==> src/hdl/ioc_pkg.sv <==
`default_nettype none

package ioc_pkg;

  localparam int unsigned RAW_W   = 16;
  localparam int unsigned SUM_W   = 24;
  localparam int unsigned CNT_W   = 8;
  localparam int unsigned ABS_W   = 23;
  localparam int unsigned RECIP_W = 32;
  localparam int unsigned PROD_W  = ABS_W + RECIP_W;
  localparam int unsigned QN_W    = ABS_W + CNT_W;
  localparam int unsigned REM_W   = 9;
  localparam int unsigned DIV_W   = 4;

  localparam logic [1:0] OP_SAMPLE      = 2'd0;
  localparam logic [1:0] OP_GYRO_RECAL  = 2'd1;
  localparam logic [1:0] OP_ACCEL_RECAL = 2'd2;

  typedef struct packed {
    logic [1:0]              operation;
    logic signed [RAW_W-1:0] raw_accel_x;
    logic signed [RAW_W-1:0] raw_accel_y;
    logic signed [RAW_W-1:0] raw_accel_z;
    logic signed [RAW_W-1:0] raw_gyro_x;
    logic signed [RAW_W-1:0] raw_gyro_y;
    logic signed [RAW_W-1:0] raw_gyro_z;
  } in_word_t;

  typedef struct packed {
    logic signed [RAW_W-1:0] accel_x;
    logic signed [RAW_W-1:0] accel_y;
    logic signed [RAW_W-1:0] accel_z;
    logic signed [RAW_W-1:0] rate_x;
    logic signed [RAW_W-1:0] rate_y;
    logic signed [RAW_W-1:0] rate_z;
    logic                    gyro_calibrated;
    logic                    accel_calibrated;
  } out_word_t;

endpackage

`default_nettype wire

==> src/hdl/ioc_stream_if.sv <==
`default_nettype none

interface ioc_stream_if #(
  parameter type word_t = logic
) ();

  logic  valid;
  logic  ready;
  word_t data;

  modport source (output valid, output data, input ready);
  modport sink (input valid, input data, output ready);

endinterface

`default_nettype wire

==> src/hdl/imu_offset_calibrator_core.sv <==
// Six-axis zero-offset removal. Each sample word is registered, corrected by the stored
// accel and gyro offsets in one pass and presented on the output register, which is
// loaded from the input register; request words clear a calibrated flag and produce no
// output. One word is taken per cycle while the output drains and the divider is idle; a
// stalled output lets one more word into the input register and then holds the input. A
// sample word that ends a calibration run holds the input while the shared three-lane
// reciprocal-multiply divider turns the run sums into the new offsets. After reset both
// calibrations are pending and run on the incoming samples, gyro first per word.
`default_nettype none

module imu_offset_calibrator_core
  import ioc_pkg::*;
#(
  parameter int unsigned CAL_SAMPLES = 200
) (
  input  logic         clk_i,
  input  logic         rst_ni,
  ioc_stream_if.sink   in_i,
  ioc_stream_if.source out_o
);

  localparam int unsigned       DIV_SHIFT = 31;
  localparam logic [RECIP_W-1:0] RECIP    = RECIP_W'((64'd1 << DIV_SHIFT) / CAL_SAMPLES);
  localparam logic [CNT_W-1:0]  CAL_N     = CNT_W'(CAL_SAMPLES);

  logic                    in_vld_q;
  in_word_t                in_q;
  logic                    out_vld_q;
  out_word_t               out_q;
  out_word_t               out_d;

  logic signed [RAW_W-1:0] gyro_off_q [3];
  logic signed [RAW_W-1:0] gyro_off_d [3];
  logic signed [RAW_W-1:0] accel_off_q [3];
  logic signed [RAW_W-1:0] accel_off_d [3];
  logic signed [SUM_W-1:0] gyro_sum_q [3];
  logic signed [SUM_W-1:0] gyro_sum_d [3];
  logic signed [SUM_W-1:0] accel_sum_q [2];
  logic signed [SUM_W-1:0] accel_sum_d [2];
  logic [CNT_W-1:0]        gyro_cnt_q, gyro_cnt_d;
  logic [CNT_W-1:0]        accel_cnt_q, accel_cnt_d;
  logic                    gyro_done_q, gyro_done_d;
  logic                    accel_done_q, accel_done_d;

  logic signed [RAW_W-1:0] raw_acc [3];
  logic signed [RAW_W-1:0] raw_gyr [3];
  logic signed [RAW_W-1:0] acc [3];
  logic signed [RAW_W-1:0] gyr [3];
  logic                    is_sample;
  logic                    out_free;
  logic                    div_busy;
  logic                    fire;
  logic                    skip_accel;
  logic                    div_start;
  logic                    div_gyro_d;
  logic signed [SUM_W-1:0] div_load [3];

  logic [DIV_W-1:0]        div_vld_q;
  logic                    div_gyro_q;
  logic signed [SUM_W-1:0] div_sum_q [3];
  logic                    div_neg_q [3];
  logic [ABS_W-1:0]        div_abs_q [3];
  logic [PROD_W-1:0]       div_prod_q [3];
  logic [ABS_W-1:0]        div_quo_q [3];
  logic [REM_W-1:0]        div_rem_q [3];
  logic signed [SUM_W-1:0] div_mag [3];
  logic [PROD_W-1:0]       div_prod_d [3];
  logic [QN_W-1:0]         div_qn [3];
  logic [ABS_W-1:0]        div_rem_full [3];
  logic [ABS_W-1:0]        div_qc [3];
  logic [SUM_W-1:0]        div_res [3];

  assign raw_acc[0] = in_q.raw_accel_x;
  assign raw_acc[1] = in_q.raw_accel_y;
  assign raw_acc[2] = in_q.raw_accel_z;
  assign raw_gyr[0] = in_q.raw_gyro_x;
  assign raw_gyr[1] = in_q.raw_gyro_y;
  assign raw_gyr[2] = in_q.raw_gyro_z;

  assign is_sample  = (in_q.operation == OP_SAMPLE);
  assign out_free   = !out_vld_q || out_o.ready;
  assign div_busy   = |div_vld_q;
  assign fire       = in_vld_q && !div_busy && (out_free || !is_sample);
  assign in_i.ready = !in_vld_q || fire;

  assign out_o.valid = out_vld_q;
  assign out_o.data  = out_q;

  always_comb begin
    for (int i = 0; i < 3; i++) begin
      acc[i] = raw_acc[i] - accel_off_q[i];
      gyr[i] = raw_gyr[i] - gyro_off_q[i];
    end
  end

  // divider lanes: magnitude, reciprocal product, quotient estimate, correct and sign
  always_comb begin
    for (int i = 0; i < 3; i++) begin
      div_mag[i]      = div_sum_q[i][SUM_W-1] ? -div_sum_q[i] : div_sum_q[i];
      div_prod_d[i]   = PROD_W'(div_abs_q[i]) * PROD_W'(RECIP);
      div_qn[i]       = QN_W'(div_prod_q[i][DIV_SHIFT +: ABS_W]) * QN_W'(CAL_N);
      div_rem_full[i] = div_abs_q[i] - div_qn[i][ABS_W-1:0];
      div_qc[i]       = div_quo_q[i] + ABS_W'(div_rem_q[i] >= REM_W'(CAL_N));
      div_res[i]      = div_neg_q[i] ? -SUM_W'(div_qc[i]) : SUM_W'(div_qc[i]);
    end
  end

  always_comb begin
    gyro_off_d   = gyro_off_q;
    accel_off_d  = accel_off_q;
    gyro_sum_d   = gyro_sum_q;
    accel_sum_d  = accel_sum_q;
    gyro_cnt_d   = gyro_cnt_q;
    accel_cnt_d  = accel_cnt_q;
    gyro_done_d  = gyro_done_q;
    accel_done_d = accel_done_q;
    skip_accel   = 1'b0;
    div_start    = 1'b0;
    div_gyro_d   = 1'b0;
    for (int i = 0; i < 3; i++) begin
      div_load[i] = '0;
    end

    if (fire) begin
      unique case (in_q.operation)
        OP_SAMPLE: begin
          if (!gyro_done_q) begin
            if (gyro_cnt_q == '0) begin
              for (int i = 0; i < 3; i++) begin
                gyro_off_d[i] = '0;
                gyro_sum_d[i] = '0;
              end
              gyro_cnt_d = CNT_W'(1);
              skip_accel = 1'b1;
            end else begin
              for (int i = 0; i < 3; i++) begin
                gyro_sum_d[i] = gyro_sum_q[i] + SUM_W'(gyr[i]);
              end
              if (gyro_cnt_q == CAL_N) begin
                div_start   = 1'b1;
                div_gyro_d  = 1'b1;
                div_load    = gyro_sum_d;
                gyro_cnt_d  = '0;
                gyro_done_d = 1'b1;
                skip_accel  = 1'b1;
              end else begin
                gyro_cnt_d = gyro_cnt_q + CNT_W'(1);
              end
            end
          end
          if (!skip_accel && !accel_done_q) begin
            if (accel_cnt_q == '0) begin
              for (int i = 0; i < 3; i++) begin
                accel_off_d[i] = '0;
              end
              accel_sum_d[0] = '0;
              accel_sum_d[1] = '0;
              accel_cnt_d    = CNT_W'(1);
            end else begin
              accel_sum_d[0] = accel_sum_q[0] + SUM_W'(acc[0]);
              accel_sum_d[1] = accel_sum_q[1] + SUM_W'(acc[1]);
              if (accel_cnt_q == CAL_N) begin
                div_start    = 1'b1;
                div_load[0]  = accel_sum_d[0];
                div_load[1]  = accel_sum_d[1];
                accel_cnt_d  = '0;
                accel_done_d = 1'b1;
              end else begin
                accel_cnt_d = accel_cnt_q + CNT_W'(1);
              end
            end
          end
        end
        OP_GYRO_RECAL:  gyro_done_d = 1'b0;
        OP_ACCEL_RECAL: accel_done_d = 1'b0;
        default: ;
      endcase
    end

    // load offsets from the divider
    if (div_vld_q[DIV_W-1]) begin
      for (int i = 0; i < 3; i++) begin
        if (div_gyro_q) begin
          gyro_off_d[i] = div_res[i][RAW_W-1:0];
        end else begin
          accel_off_d[i] = div_res[i][RAW_W-1:0];
        end
      end
    end
  end

  always_comb begin
    out_d.accel_x          = acc[0];
    out_d.accel_y          = acc[1];
    out_d.accel_z          = acc[2];
    out_d.rate_x           = gyr[0];
    out_d.rate_y           = gyr[1];
    out_d.rate_z           = gyr[2];
    out_d.gyro_calibrated  = gyro_done_d;
    out_d.accel_calibrated = accel_done_d;
  end

  always_ff @(posedge clk_i or negedge rst_ni) begin
    if (!rst_ni) begin
      in_vld_q     <= 1'b0;
      out_vld_q    <= 1'b0;
      div_vld_q    <= '0;
      gyro_cnt_q   <= '0;
      accel_cnt_q  <= '0;
      gyro_done_q  <= 1'b0;
      accel_done_q <= 1'b0;
      for (int i = 0; i < 3; i++) begin
        gyro_off_q[i]  <= '0;
        accel_off_q[i] <= '0;
        gyro_sum_q[i]  <= '0;
      end
      accel_sum_q[0] <= '0;
      accel_sum_q[1] <= '0;
    end else begin
      if (in_i.ready) begin
        in_vld_q <= in_i.valid;
      end
      if (fire && is_sample) begin
        out_vld_q <= 1'b1;
      end else if (out_o.ready) begin
        out_vld_q <= 1'b0;
      end
      div_vld_q    <= {div_vld_q[DIV_W-2:0], div_start};
      gyro_cnt_q   <= gyro_cnt_d;
      accel_cnt_q  <= accel_cnt_d;
      gyro_done_q  <= gyro_done_d;
      accel_done_q <= accel_done_d;
      gyro_off_q   <= gyro_off_d;
      accel_off_q  <= accel_off_d;
      gyro_sum_q   <= gyro_sum_d;
      accel_sum_q  <= accel_sum_d;
    end
  end

  always_ff @(posedge clk_i) begin
    if (in_i.valid && in_i.ready) begin
      in_q <= in_i.data;
    end
    if (fire && is_sample) begin
      out_q <= out_d;
    end
    if (div_start) begin
      div_gyro_q <= div_gyro_d;
      div_sum_q  <= div_load;
    end
    for (int i = 0; i < 3; i++) begin
      if (div_vld_q[0]) begin
        div_neg_q[i] <= div_sum_q[i][SUM_W-1];
        div_abs_q[i] <= div_mag[i][ABS_W-1:0];
      end
      if (div_vld_q[1]) begin
        div_prod_q[i] <= div_prod_d[i];
      end
      if (div_vld_q[2]) begin
        div_quo_q[i] <= div_prod_q[i][DIV_SHIFT +: ABS_W];
        div_rem_q[i] <= div_rem_full[i][REM_W-1:0];
      end
    end
  end

endmodule

`default_nettype wire

==> src/flat_wrapper.sv <==
// flat-port wrapper written by rule: the top's interface ports become plain ports
module imu_offset_calibrator_core_flat import ioc_pkg::*;
#(
  parameter int unsigned CAL_SAMPLES = 200
)
  (clk_i, rst_ni, in_i_valid, in_i_data, in_i_ready, out_o_valid, out_o_data, out_o_ready);
  ioc_stream_if in_i_i ();
  ioc_stream_if out_o_i ();
  input  logic clk_i;
  input  logic rst_ni;
  input wire logic [$bits(in_i_i.valid)-1:0] in_i_valid;
  input wire logic [$bits(in_i_i.data)-1:0] in_i_data;
  output wire logic [$bits(in_i_i.ready)-1:0] in_i_ready;
  output wire logic [$bits(out_o_i.valid)-1:0] out_o_valid;
  output wire logic [$bits(out_o_i.data)-1:0] out_o_data;
  input wire logic [$bits(out_o_i.ready)-1:0] out_o_ready;
  assign in_i_i.valid = in_i_valid;
  assign in_i_i.data = in_i_data;
  assign in_i_ready = in_i_i.ready;
  assign out_o_valid = out_o_i.valid;
  assign out_o_data = out_o_i.data;
  assign out_o_i.ready = out_o_ready;
  imu_offset_calibrator_core #(.CAL_SAMPLES(CAL_SAMPLES)) u_core (.clk_i(clk_i), .rst_ni(rst_ni), .in_i(in_i_i), .out_o(out_o_i));
endmodule
==> config.mk <==
export PLATFORM = sky130hd
export DESIGN_NAME = imu_offset_calibrator_core_flat
export DESIGN_NICKNAME = d
export VERILOG_FILES = /design/src/hdl/ioc_pkg.sv /design/src/hdl/ioc_stream_if.sv /design/src/hdl/imu_offset_calibrator_core.sv /design/src/flat_wrapper.sv
export SDC_FILE = /design/constraint.sdc
export NUM_CORES = 1
export LEC_CHECK = 0
export ABC_AREA = 1
export BUFFER_PORTS_ARGS = -buffer_cell sky130_fd_sc_hd__buf_2
export CAP_MARGIN = 20
export CORE_MARGIN = 3
export CORE_UTILIZATION = 45
export CTS_BUF_LIST = sky130_fd_sc_hd__clkbuf_4 sky130_fd_sc_hd__clkbuf_8
export DETAILED_ROUTE_END_ITERATION = 10
export REMOVE_ABC_BUFFERS = 1
export SLEW_MARGIN = 40
export SYNTH_ARGS = -nofsm -noshare
export SYNTH_HDL_FRONTEND = slang
export SYNTH_SLANG_ARGS = --single-unit
==> constraint.sdc <==
create_clock -name clk_i -period 2.95 [get_ports clk_i]
set_clock_uncertainty 0.2 [all_clocks]
set_input_delay 0.295 -clock clk_i [delete_from_list [all_inputs] [get_ports clk_i]]
set_output_delay 0.295 -clock clk_i [all_outputs]
set_load 0.02 [all_outputs]
==> impl_metrics.csv <==
group,metric,value,unit
outcome,outcome,"finished clean",
yosys,synth_area_leaders,"dfrtp_1 40%, nand2_1 10%, nand3_1 6.6%",
power_and_ir_drop,ir_worst_vdd,0.2201,mV
setup_path,worstSetupPathType,"register to primary output",
timing,period_share,63.74,%
clock_network,path_clk_slew,0.15,ns
yosys,ys_seq_area_share,41.58,%
power_and_ir_drop,p_leak,0.7786,nW
setup_path,cp_top_family,"flip-flops",
clock_network,clock-root-buffer,"clkbuf_4",
placement,placedCellCount,239,
timing,slew_headroom,63.79,%
cells_and_area,nets,211,
setup_path,cp_slowest_cell,"dfrtp_1",
hold_path,hold_path_depth,4,
floorplanning,pin_count,8,
floorplanning,die_area,4102,sq um
setup_path,worst-r2r-setup-slack,1.12,ns
clock_network,numCtsBuffers,3,
timing,setup_tns,0,ns
placement,place.port_buffers,6,
yosys,netlist_area,1516,sq um
yosys,syn_avg_cell_area,7.857,sq um
yosys,synth_top_area_cell,"dfrtp_1",
floorplanning,die_x,64.05,um
grt,gr-usage-all-layers,14.63,%
setup_path,rr_startpoint,"u_core.gyro_cnt_q[0]",
cells_and_area,final_cell_mix,"42 x nand2_1, 26 x inv_1, 24 x dfrtp_1",
setup_path,crit_path_frequent_cell,"inv_1",
power_and_ir_drop,switchingPower,0.1334,mW
timing,hold_viol,0,
route,finalWirelength,2691,um
setup_path,crit_chain,"inv_1 -> nor2_2 -> inv_1 -> nand3_1 -> nand2_1 -> buf_2",
power_and_ir_drop,finalPower,0.5414,mW
timing,finalCriticalPeriod,1.880,ns
setup_path,end_kind,"primary output",
grt,grt_max_degree,25,
clock_network,cts_buffer_depth,2,
route,routedWlPerCell,10.98,um
route,drc,0,
power_and_ir_drop,pwr-share-seq,64.5,%
yosys,synthCells,193,
grt,grt_pass1_vias,1119,
timing,final_max_slew_viol_count,0,
placement,dpl.hpwl,1993,um
yosys,ys_warn_count,0,
cells_and_area,antenna_cells,0,
setup_path,r2r_end,"u_core.accel_cnt_q[0]",
setup_path,ff2ff_path_depth,11,
route,routed_via_density,4.820,
route,firstDrtPassIters,4,
power_and_ir_drop,sw_frac_of_total,24.64,%
timing,tightest_slew,0.5432,ns
floorplanning,die-height,64.05,um
clock_network,htreeDepth,1,
setup_path,cp-start-kind,"register",
clock_network,cts_tree,"yes",
hold_path,min_to,"u_core.out_o.valid",
yosys,synth-seq-cells,25,
flow_run,drv_cap,0,
setup_path,crit_path_start,"u_core.out_o.valid",
grt,antenna_found_initial,0,
route,drt_iter0_drc,97,
hold_path,hold_start,"out_o_ready",
power_and_ir_drop,power.density,334.7,nW/um^2
grt,grt_pass1_wl,4781,um
timing,whs,0.03748,ns
clock_network,cts_setup_buffers,0,
cells_and_area,layout.cells.non_filler,245,
route,detail-route-antenna-nets,0,
cells_and_area,syn2layout_area_growth,6.683,%
cells_and_area,final_common_cell,"nand2_1",
setup_path,path_buf_inv,3,
power_and_ir_drop,p_int,0.4080,mW
floorplanning,fp.coreArea,3128,sq um
clock_network,clkSinkCount,25,
setup_path,worstPathArrival,1.39,ns
setup_path,required,2.46,ns
power_and_ir_drop,clock_power_share,30.1,%
yosys,synth_top_area_share,39.60,%
clock_network,clk_latency,0.33,ns
yosys,ys_types,26,
floorplanning,start_util,48.48,%
setup_path,max_stage_delay,0.38,ns
cells_and_area,drive_gt1_share,18.41,%
timing,fmax,0.5318,GHz
grt,overflow,0,
route,num_vias,1181,
timing,setup_viol,0,
power_and_ir_drop,combPwrFrac,5.5,%
setup_path,cp_max_fo,3,
timing,rsz0062_at_grt,"no",
placement,gp_congestion,0.8290,
floorplanning,rows,20,
hold_path,hp-class,"primary input to register",
registers in the layout, summed over array words and instances, names as in the netlist:
name                 flops
u_core.accel_cnt_q       8
u_core.accel_done_q      1
u_core.div_vld_q         4
u_core.gyro_cnt_q        8
u_core.gyro_done_q       1
u_core.in_vld_q          1
u_core.out_o.data        1
u_core.out_o.valid       1
synthesized netlist by cell type, drive strengths merged:
| library cell | n |
|---|---|
| buf | 4 |
| nand4 | 5 |
| ha | 4 |
| a21oi | 1 |
| inv | 29 |
| o21ai | 17 |
| nor2 | 21 |
| nand3b | 1 |
| nor3 | 5 |
| nand2 | 55 |
| xor2 | 4 |
| clkbuf | 1 |
| edfxtp | 1 |
| nand3 | 20 |
| o21bai | 1 |
| dfrtp | 24 |
tightest hold or removal path, delay by kind of cell:
| kind | cells | cell delay [ns] |
|---|---|---|
| buf+inv | 2 | 0.15 |
| simple gates | 2 | 0.10 |
timing repair:
item | CTS | global route
hold buffers | 2 | 0
hold endpoints to repair | 25 | 0
resized for setup | 0 | 0
layer usage:
metal	GRT usage, %	up-vias	share of wire [%]
met5	0	-	0
met4	3.235	0	0.56
met3	3.691	2	2.0
met2	26.19	12	51
met1	17.49	538	46
li1	-	629	-
cell families (layout without fill, tap and decap cells):
group | count (synthesis) | after routing | share of synthesized area [%]
compound gates | 19 | 19 | 7.920
xor+xnor | 4 | 4 | 2.310
fa+ha+maj | 4 | 4 | 3.300
buf+inv | 34 | 42 | 9.901
flops | 25 | 25 | 41.58
simple gates | 107 | 107 | 34.98
power by group through the flow:
| stage | combinational [mW] | clock (mW) | sequential (mW) |
|---|---|---|---|
| floorplan | 0.0130 | 0 | 0.357 |
| global placement | 0.0278 | 0 | 0.355 |
| detailed placement | 0.0285 | 0 | 0.355 |
| CTS | 0.0304 | 0.172 | 0.349 |
| global route | 0.0339 | 0.182 | 0.350 |
| finish | 0.0296 | 0.163 | 0.349 |
how the worst max path moves through the flow:
stage / cells past startpoint / endpoint
6_report: 6 / in_i_ready
3_3_place_gp: 11 / u_core.accel_cnt_q[0]
3_5_place_dp: 11 / u_core.accel_cnt_q[0]
4_1_cts: 6 / in_i_ready
5_1_grt: 5 / u_core.gyro_cnt_q[2]
2_1_floorplan: 8 / u_core.gyro_cnt_q[7]
stage by stage:
stage	instance area [sq um]	util, %	setup WS (ns)
4_1_cts	1618	51.72	1.043
6_report	1618	51.72	1.070
2_1_floorplan	1475	-	1.192
5_1_grt	1618	51.72	0.8495
3_3_place_gp	1568	50.12	1.172
3_5_place_dp	1568	50.12	1.138
cell type report:
cell class,instances,area [sq um]
multi-input combinational,134,735.7
clock buffer,3,22.52
clock inverter,1,7.507
fill,307,1510
timing repair buffer,9,57.56
tap,44,55.05
inverter,29,108.9
sequential,25,630.6
Note: power is estimated with default switching activity, not from simulation.
